<file path="config.mk">
export PLATFORM = sky130hd
export DESIGN_NAME = rslm_divider
export DESIGN_NICKNAME = d
export VERILOG_FILES = /design/src/rtl/rslm_pkg.sv /design/src/rtl/rslm_divider.sv
export SDC_FILE = /design/constraint.sdc
export NUM_CORES = 1
export LEC_CHECK = 0
export ABC_CLOCK_PERIOD_IN_PS = 3100
export BUFFER_PORTS_ARGS = -buffer_cell sky130_fd_sc_hd__buf_2
export CORE_MARGIN = 2
export CORE_UTILIZATION = 45
export CTS_CLUSTER_DIAMETER = 80
export CTS_CLUSTER_SIZE = 8
export DETAILED_ROUTE_END_ITERATION = 16
export PLACE_DENSITY = 0.75
export SLEW_MARGIN = 30
export SYNTH_ARGS = -nofsm -noshare
export SYNTH_HDL_FRONTEND = slang
export SYNTH_SLANG_ARGS = --single-unit
</file>
<file path="constraint.sdc">
create_clock -name i_clk -period 3.1 [get_ports i_clk]
set_input_delay 0.155 -clock i_clk [delete_from_list [all_inputs] [get_ports i_clk]]
set_output_delay 0.155 -clock i_clk [all_outputs]
set_load 0.02 [all_outputs]
</file>
<file path="src/rtl/rslm_pkg.sv">
// ----------------------------------------------------------------------------
// RMS sound level meter package
// Shared widths, register reset values, register indexes and types.
// ----------------------------------------------------------------------------
package rslm_pkg;

    // Default sizing of the block
    localparam int DEF_MAX_WINDOW  = 256;
    localparam int DEF_SAMPLE_BITS = 12;

    // Configuration register widths and reset values
    localparam int CFG_WINDOW_W    = 9;
    localparam int CFG_VOLTS_W     = 18;
    localparam int CFG_WEIGHT_W    = 9;
    localparam int CFG_DATA_W      = 18;
    localparam int CFG_INDEX_W     = 2;

    localparam logic [CFG_WINDOW_W-1:0] RST_WINDOW_LENGTH   = 9'd200;
    localparam logic [CFG_VOLTS_W-1:0]  RST_NOISE_THRESHOLD = 18'd6554;
    localparam logic [CFG_VOLTS_W-1:0]  RST_LEVEL_STEP      = 18'd2163;
    localparam logic [CFG_WEIGHT_W-1:0] RST_NEW_WEIGHT      = 9'd179;

    // Result and datapath widths
    localparam int LEVEL_W       = 8;
    localparam int VOLTS_W       = 18;
    localparam int SUM_W         = 32;
    localparam int DIVISOR_W     = 18;
    localparam int OUT_TDATA_W   = 32;
    localparam int OUT_PAD_W     = OUT_TDATA_W - VOLTS_W - LEVEL_W;
    localparam int PRODUCT_W     = VOLTS_W + CFG_WEIGHT_W;
    localparam int QUEUE_DEPTH   = 2;
    localparam int SQRT_STEPS    = SUM_W / 2;

    // Arithmetic constants of the amplitude and smoothing math
    localparam logic [VOLTS_W-1:0]      VOLTS_MAX  = '1;
    localparam logic [LEVEL_W-1:0]      LEVEL_MAX  = '1;
    localparam logic [CFG_WEIGHT_W-1:0] WEIGHT_ONE = 9'd256;
    localparam int VOLT_NUM_BASE = 33;      // 3.3 V scaled by ten
    localparam int VOLT_ROUND    = 5;       // half of the denominator
    localparam int Q16_SHIFT     = 16;
    localparam int SMOOTH_ROUND  = 128;
    localparam int SMOOTH_SHIFT  = 8;

    // Divide by ten as a multiply by ceil(2^26 / 10) and a shift by 26.
    // The result is exact for every numerator below 2^26 / 6, and the volt
    // numerator never exceeds about 2.2 million.
    localparam int                      VOLT_RECIP_W     = 23;
    localparam logic [VOLT_RECIP_W-1:0] VOLT_RECIP       = 23'd6710887;
    localparam int                      VOLT_RECIP_SHIFT = 26;

    // Configuration register indexes
    typedef enum logic [CFG_INDEX_W-1:0] {
        CFG_WINDOW_LENGTH   = 2'd0,
        CFG_NOISE_THRESHOLD = 2'd1,
        CFG_LEVEL_STEP      = 2'd2,
        CFG_NEW_WEIGHT      = 2'd3
    } t_cfg_index;

    // Configuration register file contents
    typedef struct packed {
        logic [CFG_WINDOW_W-1:0] window_length;
        logic [CFG_VOLTS_W-1:0]  noise_threshold;
        logic [CFG_VOLTS_W-1:0]  level_step;
        logic [CFG_WEIGHT_W-1:0] new_weight;
    } t_cfg;

    // Back end sequencer states
    typedef enum logic [3:0] {
        BK_IDLE,
        BK_MEAN,
        BK_SQRT,
        BK_SCALE,
        BK_VOLT,
        BK_MIX,
        BK_SUM,
        BK_LEVEL,
        BK_EMIT
    } t_back_state;

endpackage

</file>
<file path="src/rtl/rslm_divider.sv">
// ----------------------------------------------------------------------------
// RMS sound level meter divider
// Radix-2 restoring divider, one quotient bit per cycle, shared by the mean
// and the level quantizer.
// ----------------------------------------------------------------------------
module rslm_divider import rslm_pkg::*; (
    input  logic                 i_clk,
    input  logic                 i_rst_n,
    input  logic                 i_start,
    input  logic [SUM_W-1:0]     i_dividend,
    input  logic [DIVISOR_W-1:0] i_divisor,
    output logic                 o_done,
    output logic [SUM_W-1:0]     o_quotient
);

    localparam int STEP_W = $clog2(SUM_W + 1);

    logic [SUM_W-1:0]     r_quo;
    logic [DIVISOR_W-1:0] r_rem;
    logic [DIVISOR_W-1:0] r_divisor;
    logic [STEP_W-1:0]    r_steps;
    logic                 r_busy;
    logic                 r_done;

    logic [DIVISOR_W:0]   w_rem_shift;
    logic                 w_ge;
    logic [DIVISOR_W:0]   w_rem_sub;

    // One restoring step: shift in the next dividend bit, subtract if it fits.
    assign w_rem_shift = {r_rem, r_quo[SUM_W-1]};
    assign w_ge        = (w_rem_shift >= {1'b0, r_divisor});
    assign w_rem_sub   = w_rem_shift - {1'b0, r_divisor};

    assign o_done     = r_done;
    assign o_quotient = r_quo;

    // Datapath.
    always_ff @(posedge i_clk) begin
        if (i_start) begin
            r_quo     <= i_dividend;
            r_rem     <= '0;
            r_divisor <= i_divisor;
        end else if (r_busy) begin
            r_quo <= {r_quo[SUM_W-2:0], w_ge};
            r_rem <= w_ge ? w_rem_sub[DIVISOR_W-1:0] : w_rem_shift[DIVISOR_W-1:0];
        end
    end

    // Step counter and completion pulse.
    always_ff @(posedge i_clk) begin
        if (!i_rst_n) begin
            r_busy  <= 1'b0;
            r_done  <= 1'b0;
            r_steps <= '0;
        end else begin
            r_done <= 1'b0;
            if (i_start) begin
                r_busy  <= 1'b1;
                r_steps <= STEP_W'(SUM_W);
            end else if (r_busy) begin
                r_steps <= r_steps - STEP_W'(1);
                if (r_steps == STEP_W'(1)) begin
                    r_busy <= 1'b0;
                    r_done <= 1'b1;
                end
            end
        end
    end

endmodule

</file>
==> run_results.csv <==
group,metric,value,unit
status,status,"finished clean",
synthesis,synthesis.instances,381,
placement,place_congestion,0.861,
clock_network,cts_tree,"yes",
timing,drv_slew,0,
detailed_routing,dr.pass1.iters,4,
synthesis,synthTopCellsByCount,"edfxtp_1, nand2_1, mux2_2",
cells_and_area,fin_area,0.00499,mm^2
synthesis,synth_nets,455,
clock_network,clockBufferDepth,2,
cells_and_area,final_cells,594,
detailed_routing,drt_iter0_markers,196,
detailed_routing,avgViaCountPerCell,5.42,
timing,hold_viol_final,0,
grt,grt_pass1_vias,3300,
synthesis,muxShareOfSynthArea,8.72,%
timing,worst_pin_slew,0.785,ns
job,maxCapViolCount,0,
floorplan,die_area,0.00996,mm^2
synthesis,synth.most_common_cell,"edfxtp_1",
pwr,powerDensity,473,mW/mm^2
critical_path,critical_path_required,3.34,ns
synthesis,dominantRegCellSynth,"edfxtp_1",
grt,antenna_found_initial,0,
timing,setup_violations,0,
timing,rsz0062_at_grt,"no",
floorplan,num_io_pins,86,
grt,grt_pass1_wl,15300,um
synthesis,synth_compound_area_share,15.6,%
timing,finalSetupTns,0,ns
synthesis,synth_top_family_by_area,"compound AO/OA/AOI/OAI gates",
synthesis,netlist_top_cells_area,"edfxtp_1, dfxtp_1, mux2_2",
synthesis,synth_xor_area_share,3.82,%
timing,finalCriticalPeriod,2.72,ns
placement,postPlaceCellArea,0.00463,mm^2
pwr,p_leak,2.14,nW
placement,place_inst,560,
synthesis,ys_seq_area_share,48.9,%
grt,track_usage,19.2,%
critical_path,cp-start-kind,"flip-flop",
placement,port_buffers,85,
clock_network,ctsHtreeMaxLevel,3,
cells_and_area,nFillCells,754,
placement,place_hpwl,6360,um
floorplan,start_util,46.9,%
critical_path,crit_fanout,4,
detailed_routing,vias,3221,
synthesis,ys_types,55,
timing,fin_crit_sh,87.8,%
synthesis,synth-edff-count,50,
synthesis,synth_area,0.00413,mm^2
grt,grt_max_degree,47,
timing,fin_ws,0.378,ns
critical_path,worst_ep_arrival_time,2.96,ns
hold_path,hp-class,"input port to flip-flop",
timing,fmax,367,MHz
detailed_routing,ant_nets,0,
clock_network,cts.clk_slew.worst_paths,0.09,ns
synthesis,synth_seq_cells,76,
floorplan,fp.dieW,99.8,um
synthesis,async_flop_share,0,%
detailed_routing,wl,9010,um
floorplan,die_h,99.8,um
detailed_routing,wire_per_inst,15.2,um
critical_path,cp-end-kind,"flip-flop",
synthesis,synthAdderAreaFrac,6.54,%
clock_network,clk_latency,0.36,ns
floorplan,rows,34,
timing,slew_headroom,47.6,%
cells_and_area,final_core_util,56.6,%
pwr,vdd_drop_max,246,uV
cells_and_area,layout-drive-gt1-share,31.7,%
cells_and_area,nets,555,
synthesis,postSynthAreaPerCell,10.8,um^2
synthesis,yosysWarnings,0,
clock_network,cts_inserted_buffers,9,
clock_network,clkSinkCount,76,
synthesis,yosys.area_share.simple,11.4,%
critical_path,path_class,"flip-flop to flip-flop",
synthesis,synth_top_area_share,36.3,%
timing,clock-skew-final,0.0152,ns
floorplan,core-area,0.00881,mm^2
clock_network,cts-root-buf,"clkbuf_8",
synthesis,yosys.area.top_type,"edfxtp_1",
detailed_routing,drc,0,
cells_and_area,antenna_cells,0,
cells_and_area,syn2layout_area_growth,20.7,%
placement,post-place-ws,0.438,ns
grt,grt-ovfl-total,0,
==> layout make-up <==
type	count	area, um^2	share of cell area [%]
Timing Repair Buffer	109	651	13.0
Multi-Input combinational cell	261	1910	38.3
Clock inverter	7	57.6	1.15
Sequential cell	76	2020	40.5
Clock buffer	9	124	2.48
Inverter	24	90.1	1.81
Tap cell	108	135	2.71
==> repair_timing <==
action	4_1_cts	5_1_grt
hold endpoints to repair	18	0
hold buffers	18	0
buffers inserted	0	0
gates resized for setup	0	0
==> placed cells by master (no fill, tap or decap), types with 11 or more instances in the layout <==
cell type,n
nor2_1,27
nand2_1,43
xnor2_1,11
ha_1,20
dfxtp_1,26
edfxtp_1,50
inv_1,24
dlygate4sd3_1,18
mux2_2,32
buf_2,85
a21oi_1,19
==> sequential cells by signal (all words and copies together), names as in the netlist <==
signal	cells
r_rem	18
r_busy	1
r_divisor	18
o_quotient	32
o_done	1
r_steps	6
==> where the power goes <==
group	internal (mW)	leakage, nW	total, mW	switching, mW
Sequential	1.17	0.710	1.21	0.0408
Combinational	0.186	1.34	0.429	0.243
Clock	0.303	0.0886	0.720	0.417
==> per-stage QoR <==
stage | total power [mW] | hold WS, ns
2_1_floorplan | 1.51 | 0.254
3_3_place_gp | 1.63 | 0.333
3_5_place_dp | 1.64 | 0.333
4_1_cts | 2.38 | 0.0135
5_1_grt | 2.46 | 0.0374
6_report | 2.36 | 0.0230
==> worst max-delay path: stages, from the launching register on <==
cell and delay, ns:
edfxtp_1 0.39, inv_1 0.09, ha_1 0.16, inv_1 0.05, fa_1 0.42, a211oi_1 0.24, o21ai_0 0.26, a41oi_1 0.50
o21bai_1 0.13, xor2_1 0.16, o211ai_1 0.11, o211ai_2 0.11
==> path summary, 6_finish.rpt <==
kind | to | depth (start not counted) | slack, ns | from
setup / recovery | r_rem[10] | 11 | 0.38 | o_quotient[31]
hold / removal | r_steps[5] | 2 | 0.02 | i_rst_n
hold reg to reg | r_steps[0] | 2 | 0.51 | r_steps[0]
setup reg to reg | r_rem[10] | 11 | 0.38 | o_quotient[31]
==> kinds of logic after synthesis <==
kind of cell | Yosys count
AO/OA/AOI/OAI | 84
XOR/XNOR | 18
adder cells (fa/ha/maj) | 21
multiplexers | 32
AND/OR/NAND/NOR | 106
buffers and inverters | 44
flip-flops | 76
==> layer usage <==
metal | up-vias | track usage (%) | share of wire [%]
li1 | 1592 | - | -
met1 | 1521 | 26.1 | 46
met2 | 99 | 29.8 | 46
met3 | 9 | 4.39 | 6.3
met4 | 0 | 7.90 | 1.2
met5 | - | 0 | 0
Note: power is estimated with default switching activity, not from simulation.
