==> src/rtl/rslm_pkg.sv <==
// ----------------------------------------------------------------------------
// RMS sound level meter package
// Shared widths, register reset values, register indexes and types.
// ----------------------------------------------------------------------------
package rslm_pkg;

    // Default sizing of the block
    localparam int DEF_MAX_WINDOW  = 256;
    localparam int DEF_SAMPLE_BITS = 12;

    // Configuration register widths and reset values
    localparam int CFG_WINDOW_W    = 9;
    localparam int CFG_VOLTS_W     = 18;
    localparam int CFG_WEIGHT_W    = 9;
    localparam int CFG_DATA_W      = 18;
    localparam int CFG_INDEX_W     = 2;

    localparam logic [CFG_WINDOW_W-1:0] RST_WINDOW_LENGTH   = 9'd200;
    localparam logic [CFG_VOLTS_W-1:0]  RST_NOISE_THRESHOLD = 18'd6554;
    localparam logic [CFG_VOLTS_W-1:0]  RST_LEVEL_STEP      = 18'd2163;
    localparam logic [CFG_WEIGHT_W-1:0] RST_NEW_WEIGHT      = 9'd179;

    // Result and datapath widths
    localparam int LEVEL_W       = 8;
    localparam int VOLTS_W       = 18;
    localparam int SUM_W         = 32;
    localparam int DIVISOR_W     = 18;
    localparam int OUT_TDATA_W   = 32;
    localparam int OUT_PAD_W     = OUT_TDATA_W - VOLTS_W - LEVEL_W;
    localparam int PRODUCT_W     = VOLTS_W + CFG_WEIGHT_W;
    localparam int QUEUE_DEPTH   = 2;
    localparam int SQRT_STEPS    = SUM_W / 2;

    // Arithmetic constants of the amplitude and smoothing math
    localparam logic [VOLTS_W-1:0]      VOLTS_MAX  = '1;
    localparam logic [LEVEL_W-1:0]      LEVEL_MAX  = '1;
    localparam logic [CFG_WEIGHT_W-1:0] WEIGHT_ONE = 9'd256;
    localparam int VOLT_NUM_BASE = 33;      // 3.3 V scaled by ten
    localparam int VOLT_ROUND    = 5;       // half of the denominator
    localparam int Q16_SHIFT     = 16;
    localparam int SMOOTH_ROUND  = 128;
    localparam int SMOOTH_SHIFT  = 8;

    // Divide by ten as a multiply by ceil(2^26 / 10) and a shift by 26.
    // The result is exact for every numerator below 2^26 / 6, and the volt
    // numerator never exceeds about 2.2 million.
    localparam int                      VOLT_RECIP_W     = 23;
    localparam logic [VOLT_RECIP_W-1:0] VOLT_RECIP       = 23'd6710887;
    localparam int                      VOLT_RECIP_SHIFT = 26;

    // Configuration register indexes
    typedef enum logic [CFG_INDEX_W-1:0] {
        CFG_WINDOW_LENGTH   = 2'd0,
        CFG_NOISE_THRESHOLD = 2'd1,
        CFG_LEVEL_STEP      = 2'd2,
        CFG_NEW_WEIGHT      = 2'd3
    } t_cfg_index;

    // Configuration register file contents
    typedef struct packed {
        logic [CFG_WINDOW_W-1:0] window_length;
        logic [CFG_VOLTS_W-1:0]  noise_threshold;
        logic [CFG_VOLTS_W-1:0]  level_step;
        logic [CFG_WEIGHT_W-1:0] new_weight;
    } t_cfg;

    // Back end sequencer states
    typedef enum logic [3:0] {
        BK_IDLE,
        BK_MEAN,
        BK_SQRT,
        BK_SCALE,
        BK_VOLT,
        BK_MIX,
        BK_SUM,
        BK_LEVEL,
        BK_EMIT
    } t_back_state;

endpackage

==> src/rtl/rslm_queue.sv <==
// ----------------------------------------------------------------------------
// RMS sound level meter window queue
// Short register FIFO that decouples window accumulation from window math.
// ----------------------------------------------------------------------------
module rslm_queue import rslm_pkg::*; #(
    parameter int WIDTH = SUM_W,
    parameter int DEPTH = QUEUE_DEPTH
) (
    input  logic             i_clk,
    input  logic             i_rst_n,
    input  logic             i_push,
    input  logic [WIDTH-1:0] i_data,
    input  logic             i_pop,
    output logic             o_valid,
    output logic             o_full,
    output logic [WIDTH-1:0] o_data
);

    localparam int PTR_W = (DEPTH > 1) ? $clog2(DEPTH) : 1;
    localparam int CNT_W = $clog2(DEPTH + 1);

    logic [WIDTH-1:0] r_mem [DEPTH];
    logic [PTR_W-1:0] r_wr_ptr;
    logic [PTR_W-1:0] r_rd_ptr;
    logic [CNT_W-1:0] r_fill;

    logic w_do_push;
    logic w_do_pop;

    assign o_valid   = (r_fill != '0);
    assign o_full    = (r_fill == CNT_W'(DEPTH));
    assign o_data    = r_mem[r_rd_ptr];
    assign w_do_push = i_push && !o_full;
    assign w_do_pop  = i_pop && o_valid;

    // Storage; payload needs no reset.
    always_ff @(posedge i_clk) begin
        if (w_do_push) begin
            r_mem[r_wr_ptr] <= i_data;
        end
    end

    // Pointers and fill level.
    always_ff @(posedge i_clk) begin
        if (!i_rst_n) begin
            r_wr_ptr <= '0;
            r_rd_ptr <= '0;
            r_fill   <= '0;
        end else begin
            if (w_do_push) begin
                r_wr_ptr <= (r_wr_ptr == PTR_W'(DEPTH - 1)) ? '0 : r_wr_ptr + PTR_W'(1);
            end
            if (w_do_pop) begin
                r_rd_ptr <= (r_rd_ptr == PTR_W'(DEPTH - 1)) ? '0 : r_rd_ptr + PTR_W'(1);
            end
            if (w_do_push && !w_do_pop) begin
                r_fill <= r_fill + CNT_W'(1);
            end else if (w_do_pop && !w_do_push) begin
                r_fill <= r_fill - CNT_W'(1);
            end
        end
    end

endmodule

==> config.mk <==
export PLATFORM = sky130hd
export DESIGN_NAME = rslm_queue
export DESIGN_NICKNAME = d
export VERILOG_FILES = /design/src/rtl/rslm_pkg.sv /design/src/rtl/rslm_queue.sv
export SDC_FILE = /design/constraint.sdc
export NUM_CORES = 1
export LEC_CHECK = 0
export BUFFER_PORTS_ARGS = -buffer_cell sky130_fd_sc_hd__buf_2
export CAP_MARGIN = 25
export CORE_ASPECT_RATIO = 0.8
export CORE_MARGIN = 10
export CORE_UTILIZATION = 51
export DETAILED_ROUTE_END_ITERATION = 16
export PLACE_DENSITY = 0.88
export SYNTH_ARGS = -nofsm -noshare
export SYNTH_HDL_FRONTEND = slang
export SYNTH_SLANG_ARGS = --single-unit
==> constraint.sdc <==
create_clock -name i_clk -period 2.65 [get_ports i_clk]
set_input_delay 0.6625 -clock i_clk [delete_from_list [all_inputs] [get_ports i_clk]]
set_output_delay 0.6625 -clock i_clk [all_outputs]
set_load 0.01 [all_outputs]
==> key figures <==
Outcome
  – Run status: completed

Clock network
  – Buffer count from post-CTS setup fixing: 0
  – Hold-fix buffer count after cts: 0
  – Clock buffer depth: 2
  – Num Clock Sinks: 69
  – Insertion delay to the later sink of the worst-skew pair: between 0.3 and 0.4 ns
  – Count of H-tree levels built during CTS: 3
  – Resized Gates After CTS: 0
  – Total clock buffers created by CTS: 9
  – Clock tree from TritonCTS: built
  – Clock-pin slew on the worst setup and hold paths: 0.06 ns
  – Clock Root Buffer: sky130_fd_sc_hd__clkbuf_8

Routing
  – Total length of routed wires: 4860 µm
  – Via count: 1373
  – Met1 wire length: between 2000 and 2500 µm
  – Highest routing layer actually used: met4
  – Detailed router's first-iteration violation count: 68
  – Average detailed-routed wire length per instance: 17.9 µm
  – Per-cell via count in the routed design: 5.07
  – Detailed Routing Iterations Pass 1: 4
  – Detailed route wirelength on metal2: 2380 µm
  – DRC: 0
  – ANT nets after route: 0
  – Met3 Routed Length: roughly 430 µm

Setup path
  – FF-to-FF setup slack: 1.00 ns
  – Launching point of the worst reg2reg path: r_fill[0]$_SDFFE_PN0P_
  – Endpoint required time on the critical path: 1.99 ns
  – Depth of the most critical reg-to-reg path: 6
  – CP Capture Type: primary output
  – Startpoint kind of the worst setup timing path: register
  – Worst reg2reg endpoint: r_fill[1]$_SDFFE_PN0P_
  – Signal arrival time at the worst endpoint: ~1.5 ns
  – Crit path max-delay cell type: sky130_fd_sc_hd__mux2_2
  – CP Class: register to primary output
  – Critical Path, Cell by Cell: buf_4 -> mux2_2 -> buf_2
  – Delay contributed by the slowest stage of the critical path: roughly 0.38 ns
  – Largest driver fanout on the critical path: 20

Run
  – Number of max-cap violations: 0

Hold path
  – End point of the worst hold path: r_mem[0][20]$_DFFE_PP_
  – Hold Crit Start: i_data[20]
  – Hold path cells: 1
  – Type of the worst min-delay path: primary input to register

STA
  – RSZ-0062 raised after global routing: false
  – Worst Max-Slew Pin Slew: 0.278 ns
  – Total negative setup slack: 0 ns
  – Final worst-path cycle share: 0.800
  – Worst hold margin: 0.518 ns
  – Number of hold violations in the final report: 0
  – Highest achievable clock rate: 472 MHz
  – Number of endpoints failing setup at the final stage: 0
  – Minimum clock period: 2.12 ns
  – Final worst clock skew: 0.00457 ns
  – Rel. slew slack: 0.814
  – Final number of max-transition violations: 0

Floorplan
  – Placeable core area: approximately 4700 µm²
  – Effective utilization at floorplan: 0.539
  – Std cell rows: 22
  – I/O Pins: 70
  – Die width: 98.9 µm
  – Die Y-Extent: 83.1 µm
  – Die area: slightly above 8000 µm²

Placement
  – Total placed cells including tap cells: 256
  – Final GP Congestion: 0.703
  – Detail Placement HPWL: 3570 µm
  – Instance area at placement: 2990 µm²
  – Buffers on Ports: 69

Global route
  – Via count of the first global-routing pass: 1524
  – Number of antenna violations at the first check in global routing: 0
  – Overflow left after global routing: 0
  – Global-route wire length before repair: 7690 µm
  – Gr usage total: 0.122
  – Maximum number of pins on one net before global-route repair: 21

Cells and area
  – Filler Cells Inserted: 354
  – Final Instance Count excl. Fillers: 271
  – Number of nets in the finished design: 244
  – Commonest cells after routing, fill and taps aside: sky130_fd_sc_hd__buf_2, sky130_fd_sc_hd__edfxtp_1, sky130_fd_sc_hd__mux2_2
  – Final core area utilization: 0.667
  – Storage cell area: approximately 2000 µm²
  – Most common cell after layout, fill and taps aside: sky130_fd_sc_hd__buf_2
  – Final non-filler cell area: 3140 µm²
  – Proportion of layout cells with a drive suffix above 1: 0.550
  – Antenna diodes: 0
  – Total area of multi-input combinational cells: just under 500 µm²
  – Synthesis-to-layout area growth: 23.7%

Power and ir drop
  – LEAKAGE: ~1.2 nW
  – Maximum ir drop on the vdd rail: 0.691 mV
  – Power Density: 920 nW/µm²

Synthesis
  – Synthesized netlist cell count: ~130
  – Sequential element share of the synthesized area: 0.796
  – Synth warn: 0
  – Flip-flop and latch count after synthesis: slightly below 70
  – Cell variety after synth: 22
  – Net count after synthesis: between 150 and 200
  – Cell area after synthesis: 2540 µm²
  – Post-synthesis area per instance: about 20 µm²
## registers in the layout (all words and copies together) (netlist names), named ones only
| name | flops |
|---|---|
| r_mem | 64 |
| r_wr_ptr | 1 |
| r_rd_ptr | 1 |
| r_fill | 2 |
## routing by layer
layer	track usage	vias to the layer above
li1	-	643
met1	0.132	667
met2	0.192	56
met3	0.0728	7
met5	0	-
met4	0.0427	0
## synthesized netlist by cell type
cell,count,share of area
sky130_fd_sc_hd__edfxtp_1,64,0.76
sky130_fd_sc_hd__or3_1,1,0.0025
sky130_fd_sc_hd__inv_2,1,0.0015
sky130_fd_sc_hd__o21a_1,1,0.0030
sky130_fd_sc_hd__a21boi_0,1,0.0030
sky130_fd_sc_hd__and2_1,3,0.0074
sky130_fd_sc_hd__mux2_1,5,0.022
sky130_fd_sc_hd__or2_2,1,0.0025
sky130_fd_sc_hd__dfxtp_1,5,0.039
sky130_fd_sc_hd__inv_1,1,0.0015
sky130_fd_sc_hd__ha_1,1,0.0049
sky130_fd_sc_hd__mux2_2,27,0.12
sky130_fd_sc_hd__xnor2_1,2,0.0069
sky130_fd_sc_hd__buf_2,4,0.0079
sky130_fd_sc_hd__and3_1,1,0.0025
sky130_fd_sc_hd__a21boi_1,1,0.0030
sky130_fd_sc_hd__o21ai_1,1,0.0020
sky130_fd_sc_hd__nand2b_1,1,0.0025
sky130_fd_sc_hd__nor3_2,1,0.0039
sky130_fd_sc_hd__xor2_1,1,0.0035
sky130_fd_sc_hd__nor2_1,1,0.0015
sky130_fd_sc_hd__o21ai_0,1,0.0020
## metrics by stage
| stage | power [mW] | setup slack, ns |
|---|---|---|
| after floorplan | 1.94 | 0.195 |
| after global placement | 2.24 | 0.877 |
| after detailed placement | 2.27 | 0.827 |
| after CTS | 2.94 | 0.495 |
| after global routing | 3.06 | 0.432 |
| final | 2.89 | 0.530 |
## how the worst max path moves through the flow
| stage | startpoint | to | slack, ns | cells after the start |
|---|---|---|---|---|
| floorplan | i_push | r_mem[0][0]$_DFFE_PP_ | 0.20 | 2 |
| global placement | i_push | r_fill[1]$_SDFFE_PN0P_ | 0.88 | 6 |
| detailed placement | i_push | r_fill[1]$_SDFFE_PN0P_ | 0.83 | 6 |
| CTS | register | o_data[21] | 0.49 | 3 |
| global route | register | o_data[11] | 0.43 | 3 |
| finish | register | o_data[16] | 0.53 | 3 |
## cell families after synthesis
family,Yosys count,share of synthesized area
flops,69,0.796
mux,32,0.142
simple gates,9,0.0227
buf+inv,6,0.0108
compound gates,5,0.0128
xor+xnor,3,0.0104
fa+ha+maj,1,0.00493
## power by group
group	switching [mW]	total, mW	internal [mW]
Clock	0.333	0.662	0.328
Combinational	0.422	0.804	0.382
Sequential	0.0510	1.42	1.37
Total	0.806	2.89	2.08
## final cells by class
class / instances / area share
Clock buffer: 12 / 0.0430
Clock inverter: 3 / 0.00438
Inverter: 2 / 0.00239
Multi-Input combinational cell: 50 / 0.158
Sequential cell: 69 / 0.644
Tap cell: 60 / 0.0239
Timing Repair Buffer: 75 / 0.124
## worst max-delay path, delay by kind of cell (launching register included)
kind	cells	cell delay, ns
buffers and inverters	2	0.41
flip-flops	1	0.33
multiplexers	1	0.38
Note: power is estimated with default switching activity, not from simulation.
