`src/rtl/rslm_pkg.sv`:
```
// ----------------------------------------------------------------------------
// RMS sound level meter package
// Shared widths, register reset values, register indexes and types.
// ----------------------------------------------------------------------------
package rslm_pkg;

    // Default sizing of the block
    localparam int DEF_MAX_WINDOW  = 256;
    localparam int DEF_SAMPLE_BITS = 12;

    // Configuration register widths and reset values
    localparam int CFG_WINDOW_W    = 9;
    localparam int CFG_VOLTS_W     = 18;
    localparam int CFG_WEIGHT_W    = 9;
    localparam int CFG_DATA_W      = 18;
    localparam int CFG_INDEX_W     = 2;

    localparam logic [CFG_WINDOW_W-1:0] RST_WINDOW_LENGTH   = 9'd200;
    localparam logic [CFG_VOLTS_W-1:0]  RST_NOISE_THRESHOLD = 18'd6554;
    localparam logic [CFG_VOLTS_W-1:0]  RST_LEVEL_STEP      = 18'd2163;
    localparam logic [CFG_WEIGHT_W-1:0] RST_NEW_WEIGHT      = 9'd179;

    // Result and datapath widths
    localparam int LEVEL_W       = 8;
    localparam int VOLTS_W       = 18;
    localparam int SUM_W         = 32;
    localparam int DIVISOR_W     = 18;
    localparam int OUT_TDATA_W   = 32;
    localparam int OUT_PAD_W     = OUT_TDATA_W - VOLTS_W - LEVEL_W;
    localparam int PRODUCT_W     = VOLTS_W + CFG_WEIGHT_W;
    localparam int QUEUE_DEPTH   = 2;
    localparam int SQRT_STEPS    = SUM_W / 2;

    // Arithmetic constants of the amplitude and smoothing math
    localparam logic [VOLTS_W-1:0]      VOLTS_MAX  = '1;
    localparam logic [LEVEL_W-1:0]      LEVEL_MAX  = '1;
    localparam logic [CFG_WEIGHT_W-1:0] WEIGHT_ONE = 9'd256;
    localparam int VOLT_NUM_BASE = 33;      // 3.3 V scaled by ten
    localparam int VOLT_ROUND    = 5;       // half of the denominator
    localparam int Q16_SHIFT     = 16;
    localparam int SMOOTH_ROUND  = 128;
    localparam int SMOOTH_SHIFT  = 8;

    // Divide by ten as a multiply by ceil(2^26 / 10) and a shift by 26.
    // The result is exact for every numerator below 2^26 / 6, and the volt
    // numerator never exceeds about 2.2 million.
    localparam int                      VOLT_RECIP_W     = 23;
    localparam logic [VOLT_RECIP_W-1:0] VOLT_RECIP       = 23'd6710887;
    localparam int                      VOLT_RECIP_SHIFT = 26;

    // Configuration register indexes
    typedef enum logic [CFG_INDEX_W-1:0] {
        CFG_WINDOW_LENGTH   = 2'd0,
        CFG_NOISE_THRESHOLD = 2'd1,
        CFG_LEVEL_STEP      = 2'd2,
        CFG_NEW_WEIGHT      = 2'd3
    } t_cfg_index;

    // Configuration register file contents
    typedef struct packed {
        logic [CFG_WINDOW_W-1:0] window_length;
        logic [CFG_VOLTS_W-1:0]  noise_threshold;
        logic [CFG_VOLTS_W-1:0]  level_step;
        logic [CFG_WEIGHT_W-1:0] new_weight;
    } t_cfg;

    // Back end sequencer states
    typedef enum logic [3:0] {
        BK_IDLE,
        BK_MEAN,
        BK_SQRT,
        BK_SCALE,
        BK_VOLT,
        BK_MIX,
        BK_SUM,
        BK_LEVEL,
        BK_EMIT
    } t_back_state;

endpackage

```
`src/rtl/rslm_front.sv`:
```
// ----------------------------------------------------------------------------
// RMS sound level meter front end
// Squares each sample item, accumulates the window and hands finished
// windows (sum of squares and sample count) to the window queue.
// ----------------------------------------------------------------------------
module rslm_front import rslm_pkg::*; #(
    parameter int MAX_WINDOW  = DEF_MAX_WINDOW,
    parameter int SAMPLE_BITS = DEF_SAMPLE_BITS
) (
    input  logic                               i_clk,
    input  logic                               i_rst_n,
    input  logic                               i_valid,
    output logic                               o_ready,
    input  logic [SAMPLE_BITS-1:0]             i_sample,
    input  logic [CFG_WINDOW_W-1:0]            i_window_length,
    input  logic                               i_queue_full,
    output logic                               o_push,
    output logic [SUM_W-1:0]                   o_push_sum,
    output logic [$clog2(MAX_WINDOW+1)-1:0]    o_push_count
);

    localparam int COUNT_W = $clog2(MAX_WINDOW + 1);
    localparam int SQ_W    = 2 * SAMPLE_BITS;

    logic [SUM_W-1:0]   r_sum;
    logic [COUNT_W-1:0] r_count;

    logic [COUNT_W-1:0] w_len;
    logic [COUNT_W-1:0] w_count_next;
    logic [SQ_W-1:0]    w_square;
    logic [SUM_W:0]     w_sum_wide;
    logic [SUM_W-1:0]   w_sum_next;
    logic               w_end;
    logic               w_accept;

    // Effective window length: zero counts as one, long windows saturate.
    always_comb begin
        if (i_window_length == '0) begin
            w_len = COUNT_W'(1);
        end else if (32'(i_window_length) > 32'(MAX_WINDOW)) begin
            w_len = COUNT_W'(MAX_WINDOW);
        end else begin
            w_len = COUNT_W'(i_window_length);
        end
    end

    // Square and saturating accumulate.
    assign w_square     = SQ_W'(i_sample) * SQ_W'(i_sample);
    assign w_sum_wide   = {1'b0, r_sum} + (SUM_W + 1)'(w_square);
    assign w_sum_next   = w_sum_wide[SUM_W] ? '1 : w_sum_wide[SUM_W-1:0];
    assign w_count_next = r_count + COUNT_W'(1);
    assign w_end        = (w_count_next >= w_len);

    // Only an item that closes a window needs room in the queue.
    assign o_ready  = !(w_end && i_queue_full);
    assign w_accept = i_valid && o_ready;

    assign o_push       = w_accept && w_end;
    assign o_push_sum   = w_sum_next;
    assign o_push_count = w_count_next;

    // Window accumulator.
    always_ff @(posedge i_clk) begin
        if (!i_rst_n) begin
            r_sum   <= '0;
            r_count <= '0;
        end else if (w_accept) begin
            if (w_end) begin
                r_sum   <= '0;
                r_count <= '0;
            end else begin
                r_sum   <= w_sum_next;
                r_count <= w_count_next;
            end
        end
    end

endmodule

```
`config.mk`:
```
export PLATFORM = sky130hd
export DESIGN_NAME = rslm_front
export DESIGN_NICKNAME = d
export VERILOG_FILES = /design/src/rtl/rslm_pkg.sv /design/src/rtl/rslm_front.sv
export SDC_FILE = /design/constraint.sdc
export NUM_CORES = 1
export LEC_CHECK = 0
export BUFFER_PORTS_ARGS = -buffer_cell sky130_fd_sc_hd__buf_2
export CORE_ASPECT_RATIO = 1.1
export CORE_MARGIN = 5
export CORE_UTILIZATION = 43
export CTS_CLUSTER_SIZE = 8
export DETAILED_ROUTE_END_ITERATION = 7
export PLACE_DENSITY = 0.71
export SYNTH_ARGS = -nofsm -noshare
export SYNTH_HDL_FRONTEND = slang
export SYNTH_SLANG_ARGS = --single-unit
```
`constraint.sdc`:
```
create_clock -name i_clk -period 7.7 [get_ports i_clk]
set_input_delay 1.155 -clock i_clk [delete_from_list [all_inputs] [get_ports i_clk]]
set_output_delay 1.155 -clock i_clk [all_outputs]
set_load 0.01 [all_outputs]
```
==> impl_metrics.toml, run 1 <==
[floorplanning]
die-area_um2 = 19100
start_util_pct = 43.49
rows = 49
ios = 68
core_area_um2 = 16250
die_y_um = 144.4
die_x_um = 132.2

[critical_path]
rr_endpoint = "r_sum[31]"
critPathMaxFanout = 7
endpoint_kind = "primary output"
cp.arrival_ps = 6310
crit_type = "in2out"
r2r_setup_slack_ps = 2810
cp-start-kind = "input port"
rr_startpoint = "r_sum[8]"
r2r.worst_path.cells = 19
cp.required_ps = 6550

[synthesis]
avgSynthCellArea_um2 = 8.606
ys_types = 62
synth_edf_count = 0
syn_area_um2 = 7066
ys_warn_count = 0
synth_cells = 821
synth-seq-cells = 41
async_flop_share_pct = 0
ys_seq_area_share_pct = 11.62
syn_nets = 1024
synth-main-ff-cell = "dfxtp_1"

[sta]
tightest_slew_ps = 580.2
finalSetupTns_ps = 0
maxSlewViolCount = 0
final-hold-violation-count = 0
fin_crit_ps = 7466
fin_skew_ps = 7.610
fin_crit_sh_pct = 96.97
fmax_mhz = 133.9
slew_headroom_pct = 61.32
finalSetupViolCount = 0

[place]
place.gp.congestion = 0.8397
hpwl_mm = 13.14
portBuffers = 67

[cells_and_area]
layout_common_cells = "inv_1, fa_1, nand2_1, ha_1, buf_2"
nets = 1101
area_growth_pct = 14.88
finish.utilization_pct = 49.96
drive_above_1_share_pct = 15.68
fillerInstances = 1510
seq_area_um2 = 820.8
layout_commonest_cell = "inv_1"
antennaDiodeCount = 0
multi_input_area_um2 = 5553

[worst_hold_path]
hold_path_depth = 1
hp-class = "reg2reg"
min_from = "r_sum[22]"
hold_end = "r_sum[22]"

[status]
outcome = "complete, no violations"

[cts]
h-tree-depth = 2
ctsHoldBuffers = 0
cts.clk_slew.worst_paths_ps = 70
clock_sinks = 41
clk_latency_ps = 290
clk_path_buf_depth = 2
cts_buffers = 5
cts_root_buf = "clkbuf_16"
cts_tree = "built"

[detailed_routing]
vias = 5568
via_per_inst = 5.048
ant_nets = 0
drt_iter0_drc = 162
wl_per_cell_um = 14.17
firstDrtPassIters = 4
drc = 0
routed_wl_mm = 15.63

[global_route]
grt_pass1_vias = 5867
grt-ovfl-total = 0
grt_pass1_wl_mm = 27.23
antenna_found_initial = 0
grt_start_max_net_pins = 38
grtUsageTotal_pct = 17.12

[run]
max-cap-violations = 0
[synthesized netlist by cell type (4+ instances only)]
master | n | area, µm²
a21oi_1 | 23 | 115.1
a22o_1 | 27 | 236.5
clkbuf_1 | 26 | 97.59
xnor2_1 | 18 | 157.7
nor2_1 | 23 | 86.33
nand4_1 | 5 | 31.28
nand2b_1 | 8 | 50.05
nor3_1 | 7 | 35.03
and2_1 | 42 | 262.8
inv_1 | 185 | 694.4
o21a_1 | 6 | 45.04
a22oi_1 | 4 | 30.03
ha_1 | 78 | 975.9
nand2_1 | 73 | 274.0
nand3b_1 | 5 | 37.54
or2_1 | 4 | 25.02
o21ai_0 | 24 | 120.1
a21boi_0 | 5 | 37.54
nand3_1 | 9 | 45.04
and3_1 | 7 | 43.79
dfxtp_1 | 41 | 820.8
fa_1 | 100 | 2002
xor2_1 | 19 | 166.4
a21o_1 | 14 | 105.1
a31oi_1 | 5 | 31.28
o211ai_1 | 6 | 45.04
nor2b_1 | 8 | 50.05
[routing by layer]
layer | global-route usage, % | wire, µm | share of wire [%] | up-vias
met5 | 0 | 0 | 0 | -
met4 | 4.770 | 329 | 2.1 | 0
met3 | 2.749 | 530 | 3.4 | 26
met2 | 30.59 | 7939 | 51 | 73
met1 | 21.60 | 6831 | 44 | 2705
li1 | - | - | - | 2764
[worst max-delay path: stages]
cell and delay [ps]:
buf_2 140, and2_4 160, inv_1 50, fa_1 530, inv_1 50, fa_1 530, inv_1 60, fa_1 520
inv_1 60, fa_1 530, inv_1 50, fa_1 530, inv_1 40, ha_1 310, and4_1 220, and4_1 210
a22oi_2 70, a21oi_4 220, a31oi_4 110, or3_4 420, xor2_1 140, nand2_1 60, buf_2 120
[layout make-up]
| cell class | count | share of cell area (%) |
|---|---|---|
| Clock inverter | 3 | 0.5704 |
| Sequential cell | 41 | 10.11 |
| Timing Repair Buffer | 102 | 7.615 |
| Multi-Input combinational cell | 562 | 68.41 |
| Inverter | 186 | 8.602 |
| Clock buffer | 5 | 1.542 |
| Tap cell | 204 | 3.145 |
[state kept, by name (all words and copies together) (netlist names)]
name / count
r_count: 9
r_sum: 32
[how the worst max path moves through the flow]
| stage | start | end |
|---|---|---|
| after global routing | i_sample[4] | o_push_sum[31] |
| after floorplan | i_sample[10] | o_push_sum[30] |
| after global placement | i_sample[6] | o_push_sum[22] |
| after detailed placement | i_sample[6] | o_push_sum[22] |
| final | i_sample[1] | o_push_sum[30] |
| after CTS | i_sample[6] | o_push_sum[22] |
[timing repair]
action / in CTS / in global routing
resized for setup: 0 / 31
hold endpoints to repair: 0 / 0
setup endpoints to repair: 0 / 30
setup buffers: 0 / 4
[through the flow]
stage | cell area (µm²) | setup slack (ps) | cells | hold WS, ps
after floorplan | 7066 | 255.1 | 821 | 449.4
after detailed placement | 7766 | 35.18 | 1091 | 467.2
after CTS | 7938 | 15.46 | 1099 | 488.3
after global routing | 8117 | -19.26 | 1103 | 505.4
after global placement | 7766 | 50.52 | 1091 | 463.0
final | 8117 | 233.7 | 1103 | 483.1
[kinds of logic after synthesis]
family,count (synthesis),synth area share [%]
simple gates,200,14.26
flops,41,11.62
buf+inv,218,11.79
xor+xnor,37,4.586
compound gates,143,15.02
fa+ha+maj,178,42.15
mux,4,0.5844
Power of run 1 is left out: the tool's default activity adds up to more than one toggle a clock period on the data nets, which glitch-free logic cannot reach.
==> inputs of run 2 (changes only) <==
--- a/config.mk
+++ b/config.mk
@@ -5,6 +5,7 @@
 export SDC_FILE = /design/constraint.sdc
 export NUM_CORES = 1
 export LEC_CHECK = 0
+export ABC_AREA = 1
 export BUFFER_PORTS_ARGS = -buffer_cell sky130_fd_sc_hd__buf_2
 export CORE_ASPECT_RATIO = 1.1
 export CORE_MARGIN = 5
==> run 2 against run 1 <==
Global-route usage rose by 1.7 points. Design area rose by 11%. Core utilization is 2.6 points lower. First-iteration DRC count rose by 98%. Final cell count is 34% higher. Non-clock buffer count is 23 lower. Sequential share of layout area shrank 0.98 points. Die area increased by 15%. Maximum frequency rose by 1.7%.
==> impl_metrics.toml, run 2 <==
[status]
outcome = "complete, no violations"

[synthesis]
syn_area_um2 = 8223
synth-seq-cells = 41
syn_nets = 1370
async_flop_share_pct = 0
yosysTopAreaCellShare_pct = 24.35
ys_seq_area_share_pct = 9.982
avgSynthCellArea_um2 = 7.046
yosysMostFrequentCell = "inv_1"
ys_warn_count = 0
ys_types = 39
synth_edf_count = 0
synth_cells = 1167
synth_commonest_cells = "inv_1, nand2_1, fa_1, ha_1, dfxtp_1"
yosysTopAreaCell = "fa_1"
synthTopCellsByArea = "fa_1, inv_1, nand2_1, ha_1, dfxtp_1"
synth-main-ff-cell = "dfxtp_1"

[floorplanning]
die_y_um = 155.0
die_x_um = 141.9
ios = 68
start_util_pct = 43.36
die-area_um2 = 21990
rows = 53
core_area_um2 = 18970

[sta]
fmax_mhz = 136.2
tightest_slew_ps = 633.3
maxSlewViolCount = 0
final-hold-violation-count = 0
fin_crit_ps = 7341
finalSetupTns_ps = 0
finalSetupViolCount = 0
holdWs_ps = 463.5
fin_crit_sh_pct = 95.34
rsz0062_at_grt = "no"
fin_skew_ps = 6.410
slew_headroom_pct = 57.78

[cells_and_area]
largest_register_ffs = 32
area_growth_pct = 9.297
nets = 1429
layout_commonest_cell = "inv_1"
regMostFlops = "r_sum"
layout_common_cells = "inv_1, nand2_1, fa_1"
drive_above_1_share_pct = 14.34
reg.largest.list = "r_sum (32), r_count (9)"
fillerInstances = 1922
layout.cells.non_filler = 1474
antennaDiodeCount = 0
finish.utilization_pct = 47.39

[critical_path]
critPathCapture = "o_push_sum[28]"
cp.required_ps = 6550
endpoint_kind = "primary output"
startpoint = "i_sample[11]"
cp-start-kind = "input port"
rr_endpoint = "r_sum[11]"
r2r.worst_path.cells = 22
crit_type = "in2out"
r2r_setup_slack_ps = 3240
critPathMaxFanout = 12
slowest_stage = "fa_1"
cp.arrival_ps = 6190
rr_startpoint = "r_sum[7]"
max_stage_delay_ps = 560

[cts]
cts_buffers = 5
cts_tree = "built"
cts_root_buf = "clkbuf_16"
cts.clk_slew.worst_paths_ps = 70
clock_sinks = 41
clk_latency_ps = 300
h-tree-depth = 2
clk_path_buf_depth = 2

[global_route]
grt_pass1_wl_mm = 33.84
grt_start_max_net_pins = 42
antenna_found_initial = 0
grt-ovfl-total = 0
grtUsageTotal_pct = 18.86
grt_pass1_vias = 7246

[place]
portBuffers = 67
hpwl_mm = 16.56
dp.cells = 1461
place.gp.congestion = 0.9489

[detailed_routing]
wl_per_cell_um = 13.26
drc = 0
vias = 6951
routed_wl_mm = 19.54
via_per_inst = 4.716
ant_nets = 0
firstDrtPassIters = 5
drt_iter0_drc = 321

[run]
max-cap-violations = 0

[worst_hold_path]
hp-class = "reg2reg"
run 2: per-stage QoR:
step / setup WS, ps / cell area (µm²)
after floorplan: 760.9 / 8223
after global placement: 325.2 / 8780
after detailed placement: 275.8 / 8780
after CTS: 251.8 / 8947
after global routing: 68.16 / 8987
final: 359.1 / 8987
run 2: final cells by class:
class | count | area, µm² | area share, %
Inverter | 340 | 1276 | 14.20
Clock inverter | 2 | 38.79 | 0.4316
Multi-Input combinational cell | 759 | 5973 | 66.46
Tap cell | 247 | 309.0 | 3.439
Sequential cell | 41 | 820.8 | 9.133
Clock buffer | 6 | 128.9 | 1.434
Timing Repair Buffer | 79 | 440.4 | 4.900
run 2: worst min path at each step:
| stage | start | endpoint | depth (start not counted) |
|---|---|---|---|
| final | r_sum[19] | r_sum[19] | 2 |
| after global routing | r_count[4] | r_count[4] | 2 |
| after CTS | r_count[4] | r_count[4] | 2 |
| after detailed placement | r_count[4] | r_count[4] | 2 |
| after global placement | r_count[4] | r_count[4] | 2 |
| after floorplan | r_count[4] | r_count[4] | 2 |
run 2: kinds of logic (layout without fill, tap and decap cells):
logic type / count (synthesis) / count (layout) / synth area share, %
fa+ha+maj: 178 / 178 / 36.21
xor+xnor: 26 / 26 / 2.769
flops: 41 / 41 / 9.982
compound gates: 76 / 76 / 5.797
mux: 1 / 1 / 0.1369
buf+inv: 367 / 427 / 17.47
simple gates: 478 / 478 / 27.63
run 2: timing repair:
action	in CTS	in global routing
gates resized for setup	0	1
endpoints found under the setup margin	0	4
setup buffers	0	5
hold buffers	0	0
run 2: critical path: cells and delay by family:
kind,cells,cell delay (ps)
buf+inv,10,1020
fa+ha+maj,6,3020
simple gates,9,980
run 2: metal layers:
metal	global-route usage, %	up-vias	share of wire [%]
met1	24.01	3222	43
met5	0	-	0
met2	33.33	189	50
met4	4.936	0	2.1
met3	2.920	35	4.8
li1	-	3505	-
Power of run 2 is left out for the same reason.
==> inputs of run 3 (changes only) <==
--- a/config.mk
+++ b/config.mk
@@ -9,10 +9,10 @@
 export BUFFER_PORTS_ARGS = -buffer_cell sky130_fd_sc_hd__buf_2
 export CORE_ASPECT_RATIO = 1.1
 export CORE_MARGIN = 5
-export CORE_UTILIZATION = 43
+export CORE_UTILIZATION = 55
 export CTS_CLUSTER_SIZE = 8
 export DETAILED_ROUTE_END_ITERATION = 7
-export PLACE_DENSITY = 0.71
+export PLACE_DENSITY = 0.85
 export SYNTH_ARGS = -nofsm -noshare
 export SYNTH_HDL_FRONTEND = slang
 export SYNTH_SLANG_ARGS = --single-unit
==> run 3 against run 2 <==
First-iteration DRC count rose by 34%. Die area decreased by 20%. Register-to-register slack got worse by 70 ps. Final cell count is 4.1% lower. Clock skew is 2.4 ps lower. Clock-buffer cell count fell by 1. Routed wire length fell by 0.43%. Critical path depth is the same. Sequential share of layout area is 0.14 points higher. Design area down 1.5%. Critical path type unchanged. Via count rose by 0.89%. Core utilization grew 13 points.
==> impl_metrics.toml, run 3 (synthesized netlist as in run 2, its figures left out) <==
[status]
outcome = "complete, no violations"

[cells_and_area]
antennaDiodeCount = 0
multi_input_area_um2 = 5973
nets = 1423
fillerInstances = 1307
reg.largest.list = "r_sum (32), r_count (9)"
layout_commonest_cell = "inv_1"
finish.utilization_pct = 60.78
seq_area_um2 = 820.8
layout_common_cells = "inv_1, nand2_1, fa_1"
largest_register_ffs = 32
area_growth_pct = 7.623
drive_above_1_share_pct = 14.00
regMostFlops = "r_sum"

[critical_path]
crit_family = "adder cells"
path_buf_inv = 10
crit_type = "in2out"
cp.required_ps = 6550
slowest_stage = "fa_1"
endpoint_kind = "primary output"
critPathMaxFanout = 15
cp.arrival_ps = 6260
max_stage_delay_ps = 550
cp-start-kind = "input port"

[detailed_routing]
vias = 7013
wl_per_cell_um = 13.77
via_per_inst = 4.963
wl_met2_mm = 9.639
drc = 0
drt_iter0_drc = 429
wl_met3_mm = 1.085
drt-met1-wl_mm = 8.178
routed_wl_mm = 19.46
dr.max_layer_used = "met4"
firstDrtPassIters = 5
ant_nets = 0

[floorplanning]
die_y_um = 138.2
ios = 68
die-area_um2 = 17500
die_x_um = 126.6
rows = 46
start_util_pct = 56.47
core_area_um2 = 14560

[cts]
ctsHoldBuffers = 0
ctsResizeCount = 0
cts_tree = "built"
clk_path_buf_depth = 2
clk_latency_ps = 300
h-tree-depth = 2
cts_root_buf = "clkbuf_16"
cts.clk_slew.worst_paths_ps = 60
post_cts_buffers = 0
cts_buffers = 5
clock_sinks = 41

[sta]
tightest_slew_ps = 608.6
finalSetupViolCount = 0
fin_crit_sh_pct = 96.34
fin_skew_ps = 4.049
slew_headroom_pct = 59.42
finalSetupTns_ps = 0
rsz0062_at_grt = "no"
fmax_mhz = 134.8
final-hold-violation-count = 0
maxSlewViolCount = 0
fin_crit_ps = 7418

[place]
portBuffers = 67
place.gp.congestion = 0.9454
hpwl_mm = 16.31

[global_route]
grtUsageTotal_pct = 22.97
grt_pass1_vias = 7265
grt_pass1_wl_mm = 33.15
antenna_found_initial = 0
grt_start_max_net_pins = 42
grt-ovfl-total = 0

[run]
max-cap-violations = 0

[worst_hold_path]
hp-class = "reg2reg"
==> run 3: worst reg2reg max path, cell delays in order (launching register included) <==
cell and delay, ps:
dfxtp_1 350, inv_1 70, fa_1 560, inv_1 70, fa_1 470, fa_1 500, inv_1 70, fa_1 550
inv_1 50, ha_1 350, nand2_2 100, inv_1 40, nand2_1 50, nand2_1 60, nand2_1 70, nand2_2 70
nor2_4 170, nor2_4 60, nor2_8 170, buf_4 270, nand3_1 140, nand2_1 80, a21oi_1 60
==> run 3: cell type report <==
| cell class | instances | share of cell area, % |
|---|---|---|
| clock buffers | 5 | 1.414 |
| clock inverters | 3 | 0.2404 |
| inverters | 340 | 14.42 |
| multi-input cells | 759 | 67.50 |
| flip-flops and latches | 41 | 9.275 |
| well taps | 192 | 2.715 |
| repair buffers | 73 | 4.439 |
==> run 3: path summary, 6_finish.rpt <==
| kind | start | endpoint | slack, ps | cells after the start |
|---|---|---|---|---|
| worst max-delay path | i_sample[9] | o_push_sum[31] | 280 | 25 |
| worst min-delay path | r_sum[19] | r_sum[19] | 470 | 2 |
| worst max register to register | r_sum[11] | r_sum[31] | 3170 | 22 |
| worst min register to register | r_sum[19] | r_sum[19] | 470 | 2 |
==> run 3: layer usage <==
| metal | GRT usage [%] | vias to the layer above |
|---|---|---|
| met5 | 0 | - |
| met4 | 7.736 | 0 |
| met3 | 4.507 | 49 |
| met2 | 39.74 | 215 |
| met1 | 28.57 | 3257 |
| li1 | - | 3492 |
==> run 3: stage by stage <==
stage                     setup slack [ps]  std cells  cell area [µm²]  hold slack (ps)
after global routing                 14.56       1413             8850            486.9
after detailed placement             320.3       1405             8703            458.9
after global placement               373.8       1405             8703            448.8
final                                281.6       1413             8850            468.9
after CTS                            294.4       1413             8850            469.0
after floorplan                      760.9       1167             8223            440.1
Power of run 3 is left out for the same reason.
